## src/rtl/mlq_pkg.sv

```systemverilog
package mlq_pkg;

    typedef enum logic [1:0] {
        MODE_ADD  = 2'd0,
        MODE_PUT  = 2'd1,
        MODE_GET  = 2'd2,
        MODE_TICK = 2'd3
    } mode_t;

    typedef logic [1:0] status_t;

    localparam status_t ST_OK    = 2'd0;
    localparam status_t ST_EMPTY = 2'd1;
    localparam status_t ST_FULL  = 2'd2;

    localparam int CFG_IDX_W = 1;
    localparam logic [CFG_IDX_W-1:0] CFG_WAIT_THRESHOLD = 1'b0;
    localparam logic [CFG_IDX_W-1:0] CFG_MAX_BOOSTS     = 1'b1;

    localparam logic [7:0] WAIT_THR_RST   = 8'd5;
    localparam logic [3:0] MAX_BOOSTS_RST = 4'd2;
    localparam logic [7:0] WAIT_MAX       = 8'd255;
    localparam logic [3:0] BOOST_MAX      = 4'd15;

    typedef enum logic [3:0] {
        S_IDLE,
        S_ENQ,
        S_SCAN,
        S_GSEL,
        S_GRD,
        S_GWAIT,
        S_GNRD,
        S_GNWB,
        S_TCHK,
        S_TRD,
        S_TPUSH,
        S_TNEXT,
        S_FIN
    } state_t;

    typedef struct packed {
        logic idle;
        logic load_item;
        logic lvl_inc;
        logic scan_step;
        logic gsel;
        logic set_empty;
        logic slot_dec;
        logic pop_get;
        logic wb_next;
        logic tick_eval;
        logic push;
        logic out_load;
    } cmd_t;

    typedef struct packed {
        logic  in_valid;
        mode_t req_mode;
        logic  lvl_last;
        logic  found_any;
        logic  cnt_gt1;
        logic  lvl_empty;
        logic  tick_move;
        logic  out_free;
    } stat_t;

endpackage

```

## src/rtl/mlq_ifs.sv

```systemverilog
interface mlq_req_if;
    logic        valid;
    logic        ready;
    logic [1:0]  mode;
    logic [15:0] proc_id;
    logic [2:0]  prio;
    logic [3:0]  boost_count;

    modport source (output valid, mode, proc_id, prio, boost_count, input ready);
    modport sink (input valid, mode, proc_id, prio, boost_count, output ready);
endinterface

interface mlq_rsp_if;
    logic        valid;
    logic        ready;
    logic        valid_res;
    logic [15:0] out_proc_id;
    logic [2:0]  out_level;
    logic [3:0]  out_boost_count;
    logic [1:0]  status;

    modport source (output valid, valid_res, out_proc_id, out_level, out_boost_count, status,
                    input ready);
    modport sink (input valid, valid_res, out_proc_id, out_level, out_boost_count, status,
                  output ready);
endinterface

```

## src/rtl/mlq_ram.sv

```systemverilog
module mlq_ram #(
    parameter int WIDTH = 8,
    parameter int DEPTH = 16
) (
    input  logic                     clk,
    input  logic                     we,
    input  logic [$clog2(DEPTH)-1:0] waddr,
    input  logic [WIDTH-1:0]         wdata,
    input  logic [$clog2(DEPTH)-1:0] raddr,
    output logic [WIDTH-1:0]         rdata
);

    logic [WIDTH-1:0] mem_reg [DEPTH];
    logic [WIDTH-1:0] rdata_reg;

    always_ff @(posedge clk)
    begin
        if (we)
        begin
            mem_reg[waddr] <= wdata;
        end
        rdata_reg <= mem_reg[raddr];
    end

    assign rdata = rdata_reg;

endmodule

```

## src/rtl/mlq_ctrl.sv

```systemverilog
module mlq_ctrl
    import mlq_pkg::*;
(
    input  logic  clk,
    input  logic  rst_n,
    input  stat_t st,
    output cmd_t  cmd
);

    state_t state_reg;
    state_t state_next;

    always_ff @(posedge clk or negedge rst_n)
    begin
        if (!rst_n)
        begin
            state_reg <= S_IDLE;
        end
        else
        begin
            state_reg <= state_next;
        end
    end

    always_comb
    begin
        cmd = '0;
        state_next = state_reg;
        unique case (state_reg)
            S_IDLE:
            begin
                cmd.idle = 1'b1;
                if (st.in_valid)
                begin
                    cmd.load_item = 1'b1;
                    unique case (st.req_mode)
                        MODE_ADD, MODE_PUT: state_next = S_ENQ;
                        MODE_GET:           state_next = S_SCAN;
                        MODE_TICK:          state_next = S_TCHK;
                        default:            state_next = S_TCHK;
                    endcase
                end
            end
            S_ENQ:
            begin
                cmd.push = 1'b1;
                state_next = S_FIN;
            end
            S_SCAN:
            begin
                cmd.scan_step = 1'b1;
                if (st.lvl_last)
                begin
                    state_next = S_GSEL;
                end
                else
                begin
                    cmd.lvl_inc = 1'b1;
                end
            end
            S_GSEL:
            begin
                cmd.gsel = 1'b1;
                if (st.found_any)
                begin
                    state_next = S_GRD;
                end
                else
                begin
                    cmd.set_empty = 1'b1;
                    state_next = S_FIN;
                end
            end
            S_GRD:
            begin
                cmd.slot_dec = 1'b1;
                state_next = S_GWAIT;
            end
            S_GWAIT:
            begin
                cmd.pop_get = 1'b1;
                state_next = st.cnt_gt1 ? S_GNRD : S_FIN;
            end
            S_GNRD:
            begin
                state_next = S_GNWB;
            end
            S_GNWB:
            begin
                cmd.wb_next = 1'b1;
                state_next = S_FIN;
            end
            S_TCHK:
            begin
                state_next = st.lvl_empty ? S_TNEXT : S_TRD;
            end
            S_TRD:
            begin
                cmd.tick_eval = 1'b1;
                state_next = st.tick_move ? S_TPUSH : S_TNEXT;
            end
            S_TPUSH:
            begin
                cmd.push = 1'b1;
                state_next = S_TNEXT;
            end
            S_TNEXT:
            begin
                if (st.lvl_last)
                begin
                    state_next = S_FIN;
                end
                else
                begin
                    cmd.lvl_inc = 1'b1;
                    state_next = S_TCHK;
                end
            end
            S_FIN:
            begin
                if (st.out_free)
                begin
                    cmd.out_load = 1'b1;
                    state_next = S_IDLE;
                end
            end
            default:
            begin
                state_next = S_IDLE;
            end
        endcase
    end

endmodule

```

## src/rtl/mlq_dp.sv

```systemverilog
module mlq_dp
    import mlq_pkg::*;
#(
    parameter int NUM_LEVELS  = 8,
    parameter int QUEUE_DEPTH = 16,
    parameter int PID_BITS    = 16
) (
    input  logic                 clk,
    input  logic                 rst_n,
    input  logic                 cfg_we,
    input  logic [CFG_IDX_W-1:0] cfg_index,
    input  logic [7:0]           cfg_data,
    mlq_req_if.sink              req,
    mlq_rsp_if.source            rsp,
    input  cmd_t                 cmd,
    output stat_t                st
);

    localparam int LW   = (NUM_LEVELS > 1) ? $clog2(NUM_LEVELS) : 1;
    localparam int PW   = (QUEUE_DEPTH > 1) ? $clog2(QUEUE_DEPTH) : 1;
    localparam int CW   = $clog2(QUEUE_DEPTH + 1);
    localparam int SW   = $clog2(NUM_LEVELS + 1);
    localparam int NENT = NUM_LEVELS * QUEUE_DEPTH;
    localparam int AW   = $clog2(NENT);
    localparam int PIDW = (PID_BITS < 16) ? PID_BITS : 16;
    localparam int RW   = PIDW + 12;

    logic [PW-1:0] head_reg  [NUM_LEVELS];
    logic [PW-1:0] head_next [NUM_LEVELS];
    logic [CW-1:0] count_reg  [NUM_LEVELS];
    logic [CW-1:0] count_next [NUM_LEVELS];
    logic [7:0]    total_reg  [NUM_LEVELS];
    logic [7:0]    total_next [NUM_LEVELS];
    logic [SW-1:0] slots_reg  [NUM_LEVELS];
    logic [SW-1:0] slots_next [NUM_LEVELS];

    logic [LW-1:0] lvl_reg, lvl_next;
    logic          fq_reg, fq_next;
    logic [LW-1:0] fql_reg, fql_next;
    logic          fn_reg, fn_next;
    logic [LW-1:0] fnl_reg, fnl_next;
    status_t       status_reg, status_next;
    logic [7:0]    thr_reg, thr_next;
    logic [3:0]    maxb_reg, maxb_next;
    logic          rsp_valid_reg, rsp_valid_next;

    mode_t         mode_reg;
    logic [PIDW-1:0] pid_reg;
    logic [2:0]    prio_reg;
    logic [3:0]    bc_reg;
    logic [PIDW-1:0] e_pid_reg;
    logic [7:0]    e_wait_reg;
    logic [3:0]    e_bc_reg;
    logic          o_vres_reg;
    logic [15:0]   o_pid_reg;
    logic [2:0]    o_lvl_reg;
    logic [3:0]    o_bc_reg;
    status_t       o_status_reg;

    logic          ram_we;
    logic [AW-1:0] ram_waddr;
    logic [RW-1:0] ram_wdata;
    logic [AW-1:0] haddr;
    logic [RW-1:0] rdata;
    logic [PIDW-1:0] r_pid;
    logic [7:0]    r_wait;
    logic [3:0]    r_boosts;

    logic [PW-1:0] head_inc;
    logic [8:0]    wait_sum;
    logic [7:0]    wait_sat;
    logic [LW-1:0] up_lvl;
    logic          up_full;
    logic          tick_elig;
    logic          tick_dec;
    logic [7:0]    tick_w1;
    logic          tick_want;
    logic          tick_move;
    logic          is_tick;
    logic          prio_ok;
    logic [LW-1:0] plvl;
    logic          push_ok;
    logic [PW:0]   tail_sum;
    logic [PW-1:0] tail_pos;
    logic [AW-1:0] paddr;
    logic [PIDW-1:0] push_pid;
    logic [3:0]    push_bc;
    logic [7:0]    push_wait;
    logic          got;

    function automatic logic [AW-1:0] addr_of(input logic [LW-1:0] l, input logic [PW-1:0] p);
        return AW'(l) * AW'(QUEUE_DEPTH) + AW'(p);
    endfunction

    mlq_ram #(
        .WIDTH (RW),
        .DEPTH (NENT)
    ) u_ram (
        .clk   (clk),
        .we    (ram_we),
        .waddr (ram_waddr),
        .wdata (ram_wdata),
        .raddr (haddr),
        .rdata (rdata)
    );

    assign haddr    = addr_of(lvl_reg, head_reg[lvl_reg]);
    assign r_pid    = rdata[RW-1 -: PIDW];
    assign r_wait   = rdata[11:4];
    assign r_boosts = rdata[3:0];

    assign head_inc = (head_reg[lvl_reg] == PW'(QUEUE_DEPTH - 1)) ? '0
                      : head_reg[lvl_reg] + 1'b1;
    assign wait_sum = {1'b0, r_wait} + {1'b0, e_wait_reg};
    assign wait_sat = wait_sum[8] ? WAIT_MAX : wait_sum[7:0];

    assign up_lvl    = (lvl_reg == '0) ? '0 : lvl_reg - 1'b1;
    assign up_full   = count_reg[up_lvl] >= CW'(QUEUE_DEPTH);
    assign tick_elig = r_boosts < maxb_reg;
    assign tick_dec  = tick_elig && (total_reg[lvl_reg] != '0) && (r_wait != '0);
    assign tick_w1   = tick_dec ? r_wait - 1'b1 : r_wait;
    assign tick_want = tick_elig && (tick_w1 == '0) && (lvl_reg != '0);
    assign tick_move = tick_want && !up_full;

    assign is_tick  = (mode_reg == MODE_TICK);
    assign prio_ok  = 32'(prio_reg) < NUM_LEVELS;
    assign plvl     = is_tick ? up_lvl : (prio_ok ? LW'(prio_reg) : '0);
    assign push_ok  = is_tick || (prio_ok && (count_reg[plvl] < CW'(QUEUE_DEPTH)));
    assign tail_sum = (PW + 1)'(head_reg[plvl]) + (PW + 1)'(count_reg[plvl]);
    assign tail_pos = (tail_sum >= (PW + 1)'(QUEUE_DEPTH))
                      ? PW'(tail_sum - (PW + 1)'(QUEUE_DEPTH)) : PW'(tail_sum);
    assign paddr    = addr_of(plvl, tail_pos);
    assign push_pid = is_tick ? e_pid_reg : pid_reg;
    assign push_bc  = is_tick ? ((e_bc_reg == BOOST_MAX) ? BOOST_MAX : e_bc_reg + 1'b1)
                      : ((mode_reg == MODE_ADD) ? bc_reg : 4'd0);
    assign push_wait = (thr_reg > total_reg[plvl]) ? thr_reg - total_reg[plvl] : 8'd0;

    assign got = (mode_reg == MODE_GET) && (status_reg == ST_OK);

    always_comb
    begin
        head_next      = head_reg;
        count_next     = count_reg;
        total_next     = total_reg;
        slots_next     = slots_reg;
        lvl_next       = lvl_reg;
        fq_next        = fq_reg;
        fql_next       = fql_reg;
        fn_next        = fn_reg;
        fnl_next       = fnl_reg;
        status_next    = status_reg;
        thr_next       = thr_reg;
        maxb_next      = maxb_reg;
        rsp_valid_next = rsp_valid_reg && !rsp.ready;
        ram_we         = 1'b0;
        ram_waddr      = haddr;
        ram_wdata      = {r_pid, wait_sat, r_boosts};

        if (cfg_we)
        begin
            if (cfg_index == CFG_WAIT_THRESHOLD)
            begin
                thr_next = cfg_data;
            end
            else
            begin
                maxb_next = cfg_data[3:0];
            end
        end

        if (cmd.load_item)
        begin
            lvl_next    = '0;
            fq_next     = 1'b0;
            fn_next     = 1'b0;
            status_next = ST_OK;
        end

        if (cmd.scan_step)
        begin
            if (!fq_reg && (count_reg[lvl_reg] != '0) && (slots_reg[lvl_reg] != '0))
            begin
                fq_next  = 1'b1;
                fql_next = lvl_reg;
            end
            if (!fn_reg && (count_reg[lvl_reg] != '0))
            begin
                fn_next  = 1'b1;
                fnl_next = lvl_reg;
            end
        end

        if (cmd.lvl_inc)
        begin
            lvl_next = lvl_reg + 1'b1;
        end

        if (cmd.gsel)
        begin
            if (fq_reg)
            begin
                lvl_next = fql_reg;
            end
            else
            begin
                for (int i = 0; i < NUM_LEVELS; i++)
                begin
                    slots_next[i] = SW'(NUM_LEVELS - i);
                end
                lvl_next = fnl_reg;
            end
        end

        if (cmd.set_empty)
        begin
            status_next = ST_EMPTY;
        end

        if (cmd.slot_dec)
        begin
            slots_next[lvl_reg] = slots_reg[lvl_reg] - 1'b1;
        end

        if (cmd.tick_eval)
        begin
            if (tick_dec)
            begin
                total_next[lvl_reg] = total_reg[lvl_reg] - 1'b1;
            end
            if (tick_want && up_full)
            begin
                status_next = ST_FULL;
            end
            if (tick_dec && !tick_move)
            begin
                ram_we    = 1'b1;
                ram_wdata = {r_pid, tick_w1, r_boosts};
            end
        end

        if (cmd.pop_get || (cmd.tick_eval && tick_move))
        begin
            head_next[lvl_reg]  = head_inc;
            count_next[lvl_reg] = count_reg[lvl_reg] - 1'b1;
            if (count_reg[lvl_reg] == CW'(1))
            begin
                total_next[lvl_reg] = '0;
            end
        end

        if (cmd.wb_next)
        begin
            ram_we = 1'b1;
        end

        if (cmd.push)
        begin
            if (push_ok)
            begin
                ram_we           = 1'b1;
                ram_waddr        = paddr;
                ram_wdata        = {push_pid, push_wait, push_bc};
                total_next[plvl] = thr_reg;
                count_next[plvl] = count_reg[plvl] + 1'b1;
            end
            else
            begin
                status_next = ST_FULL;
            end
        end

        if (cmd.out_load)
        begin
            rsp_valid_next = 1'b1;
        end
    end

    always_ff @(posedge clk or negedge rst_n)
    begin
        if (!rst_n)
        begin
            for (int i = 0; i < NUM_LEVELS; i++)
            begin
                head_reg[i]  <= '0;
                count_reg[i] <= '0;
                total_reg[i] <= '0;
                slots_reg[i] <= SW'(NUM_LEVELS - i);
            end
            lvl_reg       <= '0;
            fq_reg        <= 1'b0;
            fql_reg       <= '0;
            fn_reg        <= 1'b0;
            fnl_reg       <= '0;
            status_reg    <= ST_OK;
            thr_reg       <= WAIT_THR_RST;
            maxb_reg      <= MAX_BOOSTS_RST;
            rsp_valid_reg <= 1'b0;
        end
        else
        begin
            head_reg      <= head_next;
            count_reg     <= count_next;
            total_reg     <= total_next;
            slots_reg     <= slots_next;
            lvl_reg       <= lvl_next;
            fq_reg        <= fq_next;
            fql_reg       <= fql_next;
            fn_reg        <= fn_next;
            fnl_reg       <= fnl_next;
            status_reg    <= status_next;
            thr_reg       <= thr_next;
            maxb_reg      <= maxb_next;
            rsp_valid_reg <= rsp_valid_next;
        end
    end

    always_ff @(posedge clk)
    begin
        if (cmd.load_item)
        begin
            mode_reg <= mode_t'(req.mode);
            pid_reg  <= req.proc_id[PIDW-1:0];
            prio_reg <= req.prio;
            bc_reg   <= req.boost_count;
        end
        if (cmd.pop_get || (cmd.tick_eval && tick_move))
        begin
            e_pid_reg  <= r_pid;
            e_wait_reg <= r_wait;
            e_bc_reg   <= r_boosts;
        end
        if (cmd.out_load)
        begin
            o_vres_reg   <= got;
            o_pid_reg    <= got ? 16'(e_pid_reg) : 16'd0;
            o_lvl_reg    <= got ? 3'(lvl_reg) : 3'd0;
            o_bc_reg     <= got ? e_bc_reg : 4'd0;
            o_status_reg <= status_reg;
        end
    end

    assign req.ready           = cmd.idle;
    assign rsp.valid           = rsp_valid_reg;
    assign rsp.valid_res       = o_vres_reg;
    assign rsp.out_proc_id     = o_pid_reg;
    assign rsp.out_level       = o_lvl_reg;
    assign rsp.out_boost_count = o_bc_reg;
    assign rsp.status          = o_status_reg;

    assign st.in_valid  = req.valid;
    assign st.req_mode  = mode_t'(req.mode);
    assign st.lvl_last  = (lvl_reg == LW'(NUM_LEVELS - 1));
    assign st.found_any = fq_reg || fn_reg;
    assign st.cnt_gt1   = count_reg[lvl_reg] > CW'(1);
    assign st.lvl_empty = (count_reg[lvl_reg] == '0);
    assign st.tick_move = tick_move;
    assign st.out_free  = !rsp_valid_reg || rsp.ready;

endmodule

```

## src/rtl/mlq_scheduler_with_aging.sv

```systemverilog
// Multilevel ready-queue scheduler with aging, taking one item at a time. A get and an aging
// tick both walk the levels one by one, reading entries through the single read port of the
// entry memory. Every item returns exactly one result item, which waits in an output register.
module mlq_scheduler_with_aging
    import mlq_pkg::*;
#(
    parameter int NUM_LEVELS  = 8,
    parameter int QUEUE_DEPTH = 16,
    parameter int PID_BITS    = 16
) (
    input  logic                 clk,
    input  logic                 rst_n,
    input  logic                 cfg_we,
    input  logic [CFG_IDX_W-1:0] cfg_index,
    input  logic [7:0]           cfg_data,
    mlq_req_if.sink              req,
    mlq_rsp_if.source            rsp
);

    cmd_t  cmd;
    stat_t st;

    mlq_ctrl u_ctrl (
        .clk   (clk),
        .rst_n (rst_n),
        .st    (st),
        .cmd   (cmd)
    );

    mlq_dp #(
        .NUM_LEVELS  (NUM_LEVELS),
        .QUEUE_DEPTH (QUEUE_DEPTH),
        .PID_BITS    (PID_BITS)
    ) u_dp (
        .clk       (clk),
        .rst_n     (rst_n),
        .cfg_we    (cfg_we),
        .cfg_index (cfg_index),
        .cfg_data  (cfg_data),
        .req       (req),
        .rsp       (rsp),
        .cmd       (cmd),
        .st        (st)
    );

`ifndef NO_ASSERTIONS
    a_one_at_a_time: assert property (@(posedge clk) disable iff (!rst_n)
        (req.valid && req.ready) |=> !req.ready)
        else $error("item accepted while another is in progress");

    a_result_ok: assert property (@(posedge clk) disable iff (!rst_n)
        (rsp.valid && rsp.valid_res) |-> (rsp.status == ST_OK))
        else $error("returned process carries an error status");

    a_result_loaded: assert property (@(posedge clk) disable iff (!rst_n)
        $rose(rsp.valid) |-> $past(cmd.out_load))
        else $error("result appeared without being loaded");
`endif

endmodule
```

## src/flat_wrapper.sv

```systemverilog
// flat-port wrapper written by rule: the top's interface ports become plain ports
module mlq_scheduler_with_aging_flat import mlq_pkg::*;
#(
    parameter int NUM_LEVELS  = 8,
    parameter int QUEUE_DEPTH = 16,
    parameter int PID_BITS    = 16
)
  (clk, rst_n, cfg_we, cfg_index, cfg_data, req_valid, req_mode, req_proc_id, req_prio, req_boost_count, req_ready, rsp_valid, rsp_valid_res, rsp_out_proc_id, rsp_out_level, rsp_out_boost_count, rsp_status, rsp_ready);
  mlq_req_if req_i ();
  mlq_rsp_if rsp_i ();
  input  logic clk;
  input  logic rst_n;
  input  logic cfg_we;
  input  logic [CFG_IDX_W-1:0] cfg_index;
  input  logic [7:0] cfg_data;
  input wire logic [$bits(req_i.valid)-1:0] req_valid;
  input wire logic [$bits(req_i.mode)-1:0] req_mode;
  input wire logic [$bits(req_i.proc_id)-1:0] req_proc_id;
  input wire logic [$bits(req_i.prio)-1:0] req_prio;
  input wire logic [$bits(req_i.boost_count)-1:0] req_boost_count;
  output wire logic [$bits(req_i.ready)-1:0] req_ready;
  output wire logic [$bits(rsp_i.valid)-1:0] rsp_valid;
  output wire logic [$bits(rsp_i.valid_res)-1:0] rsp_valid_res;
  output wire logic [$bits(rsp_i.out_proc_id)-1:0] rsp_out_proc_id;
  output wire logic [$bits(rsp_i.out_level)-1:0] rsp_out_level;
  output wire logic [$bits(rsp_i.out_boost_count)-1:0] rsp_out_boost_count;
  output wire logic [$bits(rsp_i.status)-1:0] rsp_status;
  input wire logic [$bits(rsp_i.ready)-1:0] rsp_ready;
  assign req_i.valid = req_valid;
  assign req_i.mode = req_mode;
  assign req_i.proc_id = req_proc_id;
  assign req_i.prio = req_prio;
  assign req_i.boost_count = req_boost_count;
  assign req_ready = req_i.ready;
  assign rsp_valid = rsp_i.valid;
  assign rsp_valid_res = rsp_i.valid_res;
  assign rsp_out_proc_id = rsp_i.out_proc_id;
  assign rsp_out_level = rsp_i.out_level;
  assign rsp_out_boost_count = rsp_i.out_boost_count;
  assign rsp_status = rsp_i.status;
  assign rsp_i.ready = rsp_ready;
  mlq_scheduler_with_aging #(.NUM_LEVELS(NUM_LEVELS), .QUEUE_DEPTH(QUEUE_DEPTH), .PID_BITS(PID_BITS)) u_core (.clk(clk), .rst_n(rst_n), .cfg_we(cfg_we), .cfg_index(cfg_index), .cfg_data(cfg_data), .req(req_i), .rsp(rsp_i));
endmodule
```

## config.mk

```make
export PLATFORM = sky130hd
export DESIGN_NAME = mlq_scheduler_with_aging_flat
export DESIGN_NICKNAME = d
export VERILOG_FILES = /design/src/rtl/mlq_pkg.sv /design/src/rtl/mlq_ifs.sv /design/src/rtl/mlq_ram.sv /design/src/rtl/mlq_ctrl.sv /design/src/rtl/mlq_dp.sv /design/src/rtl/mlq_scheduler_with_aging.sv /design/src/flat_wrapper.sv
export SDC_FILE = /design/constraint.sdc
export NUM_CORES = 2
export LEC_CHECK = 0
export BUFFER_PORTS_ARGS = -buffer_cell sky130_fd_sc_hd__buf_2
export CELL_PAD_IN_SITES_DETAIL_PLACEMENT = 2
export CELL_PAD_IN_SITES_GLOBAL_PLACEMENT = 2
export CORE_MARGIN = 1.5
export CORE_UTILIZATION = 51
export CTS_CLUSTER_SIZE = 20
export DETAILED_ROUTE_END_ITERATION = 10
export MAX_ROUTING_LAYER = met4
export PLACE_DENSITY_LB_ADDON = 0.08
export RECOVER_POWER = 50
export SLEW_MARGIN = 20
export SYNTH_ARGS = -nofsm -noshare
export SYNTH_HDL_FRONTEND = slang
export SYNTH_HIERARCHICAL = 1
export SYNTH_SLANG_ARGS = --single-unit
```

## constraint.sdc

```tcl
create_clock -name clk -period 11.5 [get_ports clk]
set_input_delay 1.15 -clock clk [delete_from_list [all_inputs] [get_ports clk]]
set_output_delay 1.15 -clock clk [all_outputs]
set_load 0.05 [all_outputs]
```

==> flow_metrics.env, run 1 <==
export IMPL_error="[ERROR DPL-0033] detailed placement checks failed during check placement."
export IMPL_synth_top_area_share_pct=71.6
export IMPL_syn_num_nets=7017
export IMPL_synth_warnings=6
export IMPL_avgSynthCellArea_um2=22.1
export IMPL_synth_area_leaders="edfxtp_1 (72%), mux4_2 (18%), dfrtp_1 (3.0%), mux2_2 (0.62%), clkbuf_1 (0.59%)"
export IMPL_initial_core_util_pct=51.2
export IMPL_io_buffers=66
export IMPL_synthArstFlopShare_pct=5.09
export IMPL_synth_cell_type_count=77
export IMPL_synthCells=6939
export IMPL_row_count=201
export IMPL_gp_routability_congestion=0.898
export IMPL_syn_area_um2=154000
export IMPL_ios=67
export IMPL_status="stopped before the end"
export IMPL_synth_seq_area_share_pct=75.2
export IMPL_ys_ff_latch=3889
export IMPL_lastStage="detailed placement"
export IMPL_synthFlopType="edfxtp_1"
export IMPL_yosysTopAreaCell="edfxtp_1"
export IMPL_die_w_um=552
export IMPL_dp_hpwl_mm=348
export IMPL_synth_edf_count=3663
export IMPL_die_h_um=552
-- cells by family after synthesis --
| family | synth area share, % |
|---|---|
| multiplexers | 18.8 |
| buffers and inverters | 1.24 |
| XOR/XNOR | 0.177 |
| AND/OR/NAND/NOR | 1.93 |
| AO/OA/AOI/OAI | 2.28 |
| adder cells (fa/ha/maj) | 0.332 |
| flip-flops | 75.2 |
-- synth_stat cells (all sizes together) (7+ instances only) --
master	instances
edfxtp	3663
mux4	1206
clkbuf	243
nor2	241
dfrtp	182
nand2	175
buf	169
a21oi	135
o21ai	127
mux2	84
mux2i	75
nand3	61
a22oi	47
nor3	39
inv	37
ha	36
a221oi	31
and2	30
dfxtp	28
o22ai	24
a31oi	22
a211oi	19
a221o	19
nor2b	18
o211ai	18
xor2	18
dfstp	16
nand4	15
o221ai	13
or3	13
xnor2	13
nand2b	10
o31ai	10
a21o	9
nor3b	9
and4	7
o2bb2ai	7
-- metrics by stage --
step / std cells / hold slack [ns] / setup slack (ns) / cell area (µm²)
after floorplan: 6939 / 0.408 / 1.70 / 154000
after global placement: 10700 / 0.415 / 3.10 / 160000
==> run 2, diff against run 1 <==
CELL_PAD_IN_SITES_DETAIL_PLACEMENT = not set   (was 2)
CELL_PAD_IN_SITES_GLOBAL_PLACEMENT = not set   (was 2)
CORE_UTILIZATION = 40   (was 51)
CTS_CLUSTER_SIZE = not set   (was 20)
MAX_ROUTING_LAYER = not set   (was met4)
PLACE_DENSITY_LB_ADDON = 0.15   (was 0.08)
==> run 2 against run 1 <==
Net effect: the flow now finishes, with violations (max-capacitance violations, max-slew violations); synthesized cell count unchanged; area after synthesis unchanged.
==> flow_metrics.env, run 2 <==
export IMPL_mostFrequentLayoutCell="edfxtp_1"
export IMPL_critPathKind="reg -> reg"
export IMPL_postCtsResizedCells=0
export IMPL_synthFlopType="edfxtp_1"
export IMPL_numCtsBuffers=413
export IMPL_antenna_found_initial=49
export IMPL_dp_hpwl_mm=271
export IMPL_synth_mux_area_share_pct=18.8
export IMPL_cts_buffer_depth=4
export IMPL_crit_chain="inv_1, ha_1, or3b_2, a31oi_4, buf_4, mux2i_1, o221ai_1, a221o_4, clkbuf_1, nand2_1, o21ai_4, clkbuf_2, clkbuf_2"
export IMPL_ios=67
export IMPL_synth_area_leaders="edfxtp_1 (72%), mux4_2 (18%), dfrtp_1 (3.0%), mux2_2 (0.62%), clkbuf_1 (0.59%)"
export IMPL_die_area_um2=388000
export IMPL_clockRootBuffer="clkbuf_16"
export IMPL_period_needed_ns=9.67
export IMPL_relSlewSlack_pct=-164
export IMPL_synth_simple_area_share_pct=1.93
export IMPL_cts_htree_levels=5
export IMPL_grt_pass1_wl_mm=608
export IMPL_cts_tree="done"
export IMPL_vias=75600
export IMPL_max_stage_delay_ns=1.71
export IMPL_die_h_um=623
export IMPL_synth_compound_area_share_pct=2.28
export IMPL_yosysTopAreaCell="edfxtp_1"
export IMPL_status="finished with violations"
export IMPL_final_antenna_net_count=0
export IMPL_critical_path_endpoint_type="flip-flop"
export IMPL_synthCells=6939
export IMPL_drtIter0Drc=9512
export IMPL_via_per_inst=6.01
export IMPL_yosys_top_cells_count="edfxtp_1 (3663), mux4_2 (1206), clkbuf_1 (242)"
export IMPL_syn_num_nets=7017
export IMPL_tightest_slew_ns=3.97
export IMPL_worst_path_max_delay_cell="clkbuf_1"
export IMPL_placed_cells=11800
export IMPL_nets=7252
export IMPL_hold_class="in -> reg"
export IMPL_largest_reg_flops=3584
export IMPL_cp_max_fo=59
export IMPL_violations="max-capacitance violations, max-slew violations"
export IMPL_synth_warnings=6
export IMPL_synth_edf_count=3663
export IMPL_synthArstFlopShare_pct=5.09
export IMPL_pre_cts_ws_ns=2.73
export IMPL_die_w_um=623
export IMPL_gp_routability_congestion=0.875
export IMPL_final_cells=12600
export IMPL_synth_cell_type_count=77
export IMPL_row_count=227
export IMPL_worstSetupStartpoint="u_core/u_dp/lvl_reg[0]"
export IMPL_layout_drive_gt1_share_pct=29.2
export IMPL_initial_core_util_pct=40.2
export IMPL_synthXorXnorAreaFrac_pct=0.177
export IMPL_syn_to_final_growth_pct=13.3
export IMPL_clk_transition_reported_paths_ns=0.06
export IMPL_clock_latency_ns=0.97
export IMPL_synth_seq_area_share_pct=75.2
export IMPL_utilization_pct=45.5
export IMPL_wire_per_inst_um=35.1
export IMPL_grt_max_degree=145
export IMPL_cp_common_cell="clkbuf_2"
export IMPL_synth_top_area_share_pct=71.6
export IMPL_drc=0
export IMPL_finalClockSkew_ns=0.0562
export IMPL_worst_r2r_startpoint="u_core/u_dp/lvl_reg[0]"
export IMPL_track_usage_pct=22.5
export IMPL_cap_violations=33
export IMPL_fp_coreArea_um2=382000
export IMPL_final_setup_tns_ns=0
export IMPL_slew_violations=1532
export IMPL_final_cell_mix="edfxtp_1 (3663), mux4_2 (1206), clkbuf_16 (424), dfrtp_1 (179), nand2_1 (172)"
export IMPL_ys_ff_latch=3889
export IMPL_hold_viol_final=0
export IMPL_cts_sinks=3889
export IMPL_grt_pass1_vias=73300
export IMPL_setup_ws_ns=1.83
export IMPL_grt_overflow_total=0
export IMPL_syn_area_um2=154000
export IMPL_drt_total_wl_mm=442
export IMPL_synth_top_family_by_area="multiplexers"
export IMPL_setup_viol=0
export IMPL_post_cts_setup_buffers=0
export IMPL_required_ns=12.03
export IMPL_drtPass1Iterations=6
export IMPL_hold_start="req_boost_count[1]"
export IMPL_synth_most_common_cell="edfxtp_1"
export IMPL_fin_crit_sh_pct=84.1
export IMPL_synthAdderAreaFrac_pct=0.332
export IMPL_avgSynthCellArea_um2=22.1
export IMPL_fmax_mhz=103
export IMPL_io_buffers=66
export IMPL_rsz0062_at_grt="no"
export IMPL_start_kind="flip-flop"
export IMPL_ctsHoldBuffers=0
export IMPL_arrival_ns=10.20
-- run 2: cell counts after synthesis --
Identical to the previous run, type by type.
-- run 2: final timing paths --
| kind | slack, ns | to | cells after the start |
|---|---|---|---|
| setup / recovery | 1.83 | u_core/u_dp/u_ram/mem_reg[85][14] | 13 |
| hold / removal | 0.37 | u_core/u_dp/bc_reg[1] | 1 |
| setup reg to reg | 1.83 | u_core/u_dp/u_ram/mem_reg[85][14] | 13 |
| hold reg to reg | 0.42 | u_core/u_dp/e_pid_reg[12] | 0 |
| max in group asynchronous | 4.90 | u_core/u_dp/total_reg[29] | 2 |
| min in group asynchronous | 1.46 | u_core/u_dp/rsp.valid | 1 |
-- run 2: area by class of cell --
class,instances,area [µm²]
repair buffers,232,1770
well taps,5038,6300
diodes,17,42.5
inverters,37,139
multi-input cells,2601,37200
fillers,31800,208000
clock inverters,223,1940
clock buffers,530,11100
flip-flops and latches,3889,116000
-- run 2: cells by family (layout without fill, tap and decap cells) --
group	count (synthesis)	count (layout)
AO/OA/AOI/OAI	521	521
XOR/XNOR	31	31
adder cells (fa/ha/maj)	39	39
buffers and inverters	449	1022
flip-flops	3889	3889
multiplexers	1365	1365
other	0	17
AND/OR/NAND/NOR	645	645
-- run 2: worst max-delay path: cells and delay by family, from the launching register on --
family,cells,cell delay (ns)
buf+inv,5,5.44
flops,1,0.68
simple gates,2,0.85
compound gates,4,1.47
mux,1,0.13
fa+ha+maj,1,0.47
-- run 2: routing by layer --
metal	share of wire, %	global-route usage, %	vias up	wire, µm
met5	0	0	-	0
met4	2.4	4.77	0	10700
met3	8.1	3.36	517	36000
met2	45	33.8	3397	200000
met1	44	34.8	41700	195000
li1	-	-	30000	-
-- run 2: per-stage QoR --
stage / hold WS [ns] / area (µm²)
floorplan: 0.408 / 154000
global placement: 0.423 / 161000
detailed placement: 0.425 / 162000
CTS: 0.134 / 175000
global route: 0.332 / 174000
finish: 0.374 / 174000
Power of run 2 is left out: the tool's default activity adds up to more than one toggle a clock period on the data nets, which glitch-free logic cannot reach.
